--- config.mk ---
export PLATFORM = sky130hd
export DESIGN_NAME = alp_calib
export DESIGN_NICKNAME = d
export VERILOG_FILES = /design/src/hdl/alp_pkg.sv /design/src/hdl/alp_calib.sv
export SDC_FILE = /design/constraint.sdc
export NUM_CORES = 1
export LEC_CHECK = 0
export BUFFER_PORTS_ARGS = -buffer_cell sky130_fd_sc_hd__buf_2
export CORE_MARGIN = 2
export CORE_UTILIZATION = 35
export DETAILED_ROUTE_END_ITERATION = 8
export GPL_TIMING_DRIVEN = 0
export PLACE_DENSITY_LB_ADDON = 0.12
export REMOVE_ABC_BUFFERS = 1
export SLEW_MARGIN = 20
export SYNTH_ARGS = -nofsm -noshare
export SYNTH_HDL_FRONTEND = slang
export SYNTH_SLANG_ARGS = --single-unit
--- constraint.sdc ---
create_clock -name clk_i -period 6.25 [get_ports clk_i]
set_input_delay 0.625 -clock clk_i [delete_from_list [all_inputs] [get_ports clk_i]]
set_output_delay 0.625 -clock clk_i [all_outputs]
set_load 0.01 [all_outputs]
--- src/hdl/alp_pkg.sv ---
// Package for the audio level to PWM unit: shared widths, reset constants,
// status struct and the elaboration-time fixed-point log2 used to build the ROM.
// No dependencies.
package alp_pkg;

  // Widths of the payload fields.
  localparam int unsigned SampleW = 12;
  localparam int unsigned LevelW  = 16;
  localparam int unsigned ThreshW = 12;

  // Default build values.
  localparam int unsigned CalSamplesDef   = 5000;
  localparam int unsigned MaxLevelDiffDef = 2000;

  localparam logic [ThreshW-1:0] ThresholdReset = ThreshW'(1000);
  localparam logic [LevelW-1:0]  FullScale      = {LevelW{1'b1}};

  // Fraction bits of the fixed-point logarithm.
  localparam int unsigned LogFrac = 44;

  // Calibration status handed from the calibration unit to the top level.
  typedef struct packed {
    logic               done;      // baseline is valid
    logic               busy;      // baseline division in progress
    logic [SampleW-1:0] baseline;
  } cal_status_t;

  // Squares a Q1.62 value and returns the product in Q62, truncated.
  function automatic logic [63:0] alp_square_q62(input logic [63:0] y);
    logic [127:0] prod;
    prod = {64'd0, y} * {64'd0, y};
    return prod[125:62];
  endfunction

  // Base-2 logarithm of x in unsigned fixed point with LogFrac fraction bits.
  function automatic logic [63:0] alp_log2_fixed(input logic [31:0] x);
    logic [31:0] xv;
    logic [5:0]  n;
    logic [63:0] y;
    logic [63:0] acc;
    xv = (x == 32'd0) ? 32'd1 : x;
    n  = 6'd0;
    for (int k = 0; k < 31; k++) begin
      if ((xv >> (n + 6'd1)) != 32'd0) begin
        n = n + 6'd1;
      end
    end
    y   = {32'd0, xv} << (6'd62 - n);
    acc = {58'd0, n} << LogFrac;
    for (int i = LogFrac - 1; i >= 0; i--) begin
      y = alp_square_q62(y);
      if (y[63]) begin
        y      = y >> 1;
        acc[i] = 1'b1;
      end
    end
    return acc;
  endfunction

  // Restoring shift-subtract division; returns {quotient, remainder}.
  function automatic logic [127:0] alp_udiv64(input logic [63:0] num,
                                              input logic [63:0] den);
    logic [64:0] rem;
    logic [63:0] quo;
    rem = 65'd0;
    quo = 64'd0;
    for (int i = 63; i >= 0; i--) begin
      rem = {rem[63:0], num[i]};
      if (rem >= {1'b0, den}) begin
        rem    = rem - {1'b0, den};
        quo[i] = 1'b1;
      end
    end
    return {quo, rem[63:0]};
  endfunction

endpackage

--- src/hdl/alp_calib.sv ---
// Calibration unit: sums the first samples, then divides the sum by the
// sample count with one reciprocal multiplication to form the baseline.
// Depends on alp_pkg.
module alp_calib import alp_pkg::*; #(
  parameter int unsigned CAL_SAMPLES = CalSamplesDef
) (
  input  logic               clk_i,
  input  logic               rst_ni,
  input  logic               acc_i,
  input  logic [SampleW-1:0] sample_i,
  output cal_status_t        status_o
);

  localparam int unsigned CntW   = $clog2(CAL_SAMPLES + 1);
  localparam int unsigned SumW   = SampleW + CntW;
  localparam int unsigned RecipW = SumW + 1;
  localparam int unsigned ProdW  = SumW + RecipW;
  localparam int unsigned Shift  = SumW + $clog2(CAL_SAMPLES);

  // ceil(2^Shift / CAL_SAMPLES) gives the exact truncated quotient for any
  // sum that fits in SumW bits.
  localparam logic [63:0] RecipWide =
    ((64'd1 << Shift) + 64'(CAL_SAMPLES) - 64'd1) / 64'(CAL_SAMPLES);
  localparam logic [RecipW-1:0] Recip     = RecipW'(RecipWide);
  localparam logic [CntW-1:0]   CountLast = CntW'(CAL_SAMPLES - 1);

  typedef enum logic [2:0] {
    CAL_ACC  = 3'b001,
    CAL_DIV  = 3'b010,
    CAL_DONE = 3'b100
  } cal_state_e;

  cal_state_e         state_q, state_d;
  logic [CntW-1:0]    count_q, count_d;
  logic [SumW-1:0]    sum_q, sum_d;
  logic [SampleW-1:0] baseline_q, baseline_d;
  logic [ProdW-1:0]   prod;

  always_comb begin
    state_d    = state_q;
    count_d    = count_q;
    sum_d      = sum_q;
    baseline_d = baseline_q;
    prod       = ProdW'(sum_q) * ProdW'(Recip);
    case (state_q)
      CAL_ACC: begin
        if (acc_i) begin
          sum_d = sum_q + SumW'(sample_i);
          if (count_q == CountLast) begin
            state_d = CAL_DIV;
          end else begin
            count_d = count_q + CntW'(1);
          end
        end
      end
      CAL_DIV: begin
        baseline_d = prod[Shift +: SampleW];
        state_d    = CAL_DONE;
      end
      CAL_DONE: begin
        state_d = CAL_DONE;
      end
      default: begin
        state_d = CAL_ACC;
      end
    endcase
  end

  always_ff @(posedge clk_i or negedge rst_ni) begin
    if (!rst_ni) begin
      state_q    <= CAL_ACC;
      count_q    <= '0;
      sum_q      <= '0;
      baseline_q <= '0;
    end else begin
      state_q    <= state_d;
      count_q    <= count_d;
      sum_q      <= sum_d;
      baseline_q <= baseline_d;
    end
  end

  assign status_o.done     = (state_q == CAL_DONE);
  assign status_o.busy     = (state_q == CAL_DIV);
  assign status_o.baseline = baseline_q;

endmodule

### Word level (Yosys, flattened, before mapping)

Index checks and enable logic that the tools add are counted.
W data, S select, Z words.

* register bits after elaboration: 53
* input port bits: 15
* output and inout bits: 14
* word-level logic and storage cells: 21

* $add $sub $neg: 2
* multipliers: 1
* equal/unequal tests: 6
* mux-type cells: 3
* bitwise gates (word level): 1
* reductions and logical operators: 4

Operators by type and width (count)
* $mul A25 B25 Y49 const B: 1
* $add A25 B12 Y25: 1
* $add A13 B1 Y13 const B: 1
* $eq A13 B13 Y1 const B: 1
* $mux W3: 2
* $pmux W3 S2: 1
* $ne A2 B2 Y1 const B: 2
* $reduce_and A2 Y1: 2
* $eq A3 B1 Y1 const B: 1
* $eq A3 B2 Y1 const B: 1
* $eq A3 B3 Y1 const B: 1
* $reduce_and A3 Y1: 1
* $reduce_or A2 Y1: 1
* $not A1 Y1: 1

### Logic depth before layout (Yosys ltp)

* word-level depth: 4
* depth in mapped cells: 22

### Worst setup path before layout

No wires, ideal clock.

* path kind: reg2reg
* start: register sum_q[11]
* end: register baseline_q[3]
* setup time: 69 ps
* arrival time: 5961 ps
* setup slack: 221 ps
* cell stages (with the launch flop): 23
* clock period less this slack: 6029 ps
* path through: dfrtp_1 -> ha_1 -> inv_1 -> fa_1 -> inv_1 -> fa_1 -> inv_1 -> fa_1 -> inv_1 -> fa_1 -> fa_1 -> inv_1 -> fa_1 -> inv_1 -> ha_1 -> and4_4 -> and3_4 -> nand4_1 -> a41oi_1 -> o311a_1 -> nor2_1 -> or4_1 -> nand3_1

* longest elaborated chain between the ends: 1

Ends and longest elaborated chain
* from (decl): RTL line alp_calib.sv:35 `logic [SumW-1:0] sum_q, sum_d;`
* from (signal assigned): RTL line alp_calib.sv:78 `sum_q <= sum_d;`
* $mul A25 B25 Y49: RTL line alp_calib.sv:44 `prod = ProdW'(sum_q) * ProdW'(Recip);`
* to (signal assigned): RTL line alp_calib.sv:79 `baseline_q <= baseline_d;`
* to (decl): RTL line alp_calib.sv:36 `logic [SampleW-1:0] baseline_q, baseline_d;`

No other way between the ends.
A chain may end at the register's enable or synchronous reset.

### Worst setup path after layout

* start: register sum_q[1]
* end: register baseline_q[11]

Same word-level chain as after synthesis.

==> flow_metrics.tcl <==
set metrics [dict create \
    run_status "finished, final reports clean" \
    largest_family_of_logic_cells_by_synthesized_area "adder cells" \
    number_of_global_route_vias_before_repair 10800 \
    die_w_um 207 \
    cp-start-kind "flip-flop" \
    routed_wirelength_um 39300 \
    critical_path_class "flip-flop to flip-flop" \
    finalHoldViolCount 0 \
    post_synthesis_to_final_layout_area_growth_pct 13.9 \
    synthDistinctLibCells 70 \
    final_slew_viol_count 0 \
    synth-compound-area-share_pct 7.39 \
    actual_transition_at_the_worst_max_transition_pin_ps 777 \
    clock-sinks 53 \
    initial_core_util_pct 35.5 \
    worst_ep_required_time_ps 6500 \
    postSynth.topFlopCell "sky130_fd_sc_hd__dfrtp_1" \
    ys_async_sr_fraction_pct 100 \
    min-delay-path-class "input port to async pin" \
    die-area_um2 43100 \
    grt.overflow.total 0 \
    routabilityCongestion 0.869 \
    ioPinCount 29 \
    post-route-min-period_ps 6230 \
    setup.worst_path.end_class "flip-flop" \
    final_core_utilization_pct 40.4 \
    cts_root_buf "sky130_fd_sc_hd__clkbuf_16" \
    grt_setup_unrepaired "yes" \
    worst_slew_margin_rel_pct 48.2 \
    antenna_found_initial 0 \
    fin_nets 2139 \
    syn_inst 1504 \
    final_common_cell "sky130_fd_sc_hd__inv_1" \
    final.hold.worst_slack_ps 159 \
    die-height_um 207 \
    final_antenna_net_count 0 \
    first_iteration_detailed_routing_drc_count 432 \
    clock_path_buffers 2 \
    synth_edf_count 0 \
    timing.fmax_ghz 0.161 \
    htreeDepth 2 \
    route.detailed.vias_per_inst 4.77 \
    post-route-drc-count 0 \
    route.vias.total 10100 \
    syn-mean-instance-area_um2 9.64 \
    fin_crit_sh_pct 99.7 \
    cts_tree "built" \
    synth_seq_cells 53 \
    worst-endpoint-arrival_ps 6480 \
    report.final.setup_viol 0 \
    firstDrtPassIters 4 \
    placement_rows 74 \
    placeable_core_area_um2 40800 \
    drt-wirelength-per-cell_um 18.5 \
    wire_length_of_the_first_global_routing_pass_um 61000 \
    skew_ps 14.3 \
    max-cap-violations 0 \
    ys.warnings.count 0 \
    share_of_synthesized_cell_area_in_and_or_nand_and_nor_gates_pct 7.01 \
    drive_gt1_share_pct 13.1 \
    clock_transition_at_the_registers_of_the_reported_paths_ps 80 \
    cts_buffers 5 \
    largest_net_degree_at_the_start_of_global_routing 42 \
    post_synth_fa_ha_maj_area_fraction_pct 60.2 \
    yosysSeqAreaShare_pct 9.16 \
    crit_path_max_fanout 4 \
    grtUsageTotal_pct 18.7 \
    fin_tns_setup_ps 0 \
    detailed_place_hpwl_um 33500 \
    mostFrequentLayoutCells "sky130_fd_sc_hd__inv_1, sky130_fd_sc_hd__fa_1, sky130_fd_sc_hd__ha_1" \
    clock_insertion_delay_worst_skew_ps 330 \
    summed_instance_area_of_the_synthesized_netlist_um2 14500 \
    synth-xor-area-share_pct 2.66 \
    muxShareOfSynthArea_pct 0.216 \
    portBuffers 28 \
    antenna_cells 0 \
]
cells by family (layout without fill, tap and decap cells):
group                      count (synthesis)  in the layout
and+or+nand+nor                          197            197
DFF                                       53             53
xor gates and xnor gates                  44             44
AOI/OAI and AO/OA                        159            159
adders and majority gates                534            534
muxes                                      3              3
buffers and inverters                    514            601
synth_stat cells, types with 11 or more instances:
library cell,number,area share (%)
sky130_fd_sc_hd__nand2_1,68,1.8
sky130_fd_sc_hd__o21ai_0,31,1.1
sky130_fd_sc_hd__a21o_1,14,0.73
sky130_fd_sc_hd__nor3_1,11,0.38
sky130_fd_sc_hd__dfrtp_1,52,9.0
sky130_fd_sc_hd__o21a_1,11,0.57
sky130_fd_sc_hd__and3_1,11,0.47
sky130_fd_sc_hd__ha_1,261,23
sky130_fd_sc_hd__fa_1,273,38
sky130_fd_sc_hd__nor2_1,25,0.65
sky130_fd_sc_hd__xnor2_1,32,1.9
sky130_fd_sc_hd__inv_1,502,13
sky130_fd_sc_hd__nand4_1,18,0.78
sky130_fd_sc_hd__nand3_1,21,0.73
sky130_fd_sc_hd__xor2_1,12,0.73
sky130_fd_sc_hd__a21oi_1,45,1.6
per-layer routing:
metal	track usage [%]	part of all wire [%]	wire length (um)	vias up
met5	0	0	0	-
met4	3.28	1.2	476	0
met3	1.72	2.4	952	24
met2	33.3	52	20300	86
met1	25.0	45	17600	5219
li1	-	-	-	4797
registers in the layout (all words and copies together), names as in the netlist:
signal      cells
sum_q          25
count_q        13
state_q         3
baseline_q     12
path summary, 6_finish.rpt:
path | start | to | slack [ps] | cells past startpoint
worst min register to register | count_q[12]$_DFFE_PN0P_ | count_q[12]$_DFFE_PN0P_ | 470 | 1
max in group asynchronous | rst_ni | state_q[0]$_DFFE_PN1P_ | 5540 | 2
worst max-delay path | sum_q[1]$_DFFE_PN0P_ | baseline_q[11]$_DFFE_PN0P_ | 20 | 22
worst min-delay path | rst_ni | baseline_q[8]$_DFFE_PN0P_ | 160 | 1
min in group clk_i | count_q[12]$_DFFE_PN0P_ | count_q[12]$_DFFE_PN0P_ | 470 | 1
worst max register to register | sum_q[1]$_DFFE_PN0P_ | baseline_q[11]$_DFFE_PN0P_ | 20 | 22
worst max-delay path: stages, from the launching register on:
cell and delay, ps:
sky130_fd_sc_hd__dfrtp_4 510, sky130_fd_sc_hd__buf_4 170, sky130_fd_sc_hd__ha_4 180, sky130_fd_sc_hd__xor2_4 170, sky130_fd_sc_hd__ha_4 270, sky130_fd_sc_hd__inv_1 50
sky130_fd_sc_hd__fa_1 520, sky130_fd_sc_hd__inv_1 70, sky130_fd_sc_hd__fa_1 520, sky130_fd_sc_hd__fa_1 550, sky130_fd_sc_hd__fa_1 510, sky130_fd_sc_hd__inv_1 50
sky130_fd_sc_hd__fa_1 490, sky130_fd_sc_hd__inv_2 50, sky130_fd_sc_hd__ha_4 270, sky130_fd_sc_hd__and4_4 240, sky130_fd_sc_hd__and3_4 220, sky130_fd_sc_hd__nand4_1 130
sky130_fd_sc_hd__a41oi_2 290, sky130_fd_sc_hd__o311a_1 290, sky130_fd_sc_hd__and4bb_2 270, sky130_fd_sc_hd__nor4_1 190, sky130_fd_sc_hd__nand3b_1 130
per-stage QoR:
step           instance area, um^2  cells  worst slack [ps]
5_1_grt                      16500   2123              -156
3_5_place_dp                 15300   2054              -717
2_1_floorplan                14500   1493               221
6_report                     16500   2123              21.3
3_3_place_gp                 15300   2053              -683
4_1_cts                      16200   2108             -9.59
what timing repair did:
| item | in CTS | in global routing |
|---|---|---|
| pin swaps | 11 | 20 |
| hold buffers | 0 | 0 |
| buffers inserted | 46 | 15 |
| gates resized for setup | 83 | 44 |
| setup endpoints to repair | 12 | 12 |
final cells by class:
| class | instances | area, um^2 |
|---|---|---|
| multi-input combinational | 937 | 11700 |
| sequential | 53 | 1400 |
| clock buffer | 5 | 125 |
| clock inverter | 3 | 25.0 |
| fill | 4155 | 24300 |
| inverter | 503 | 1900 |
| timing repair buffer | 90 | 667 |
| tap | 532 | 666 |
Power is left out: the tool's default activity adds up to more than one toggle a clock period on the data nets, which glitch-free logic cannot reach.
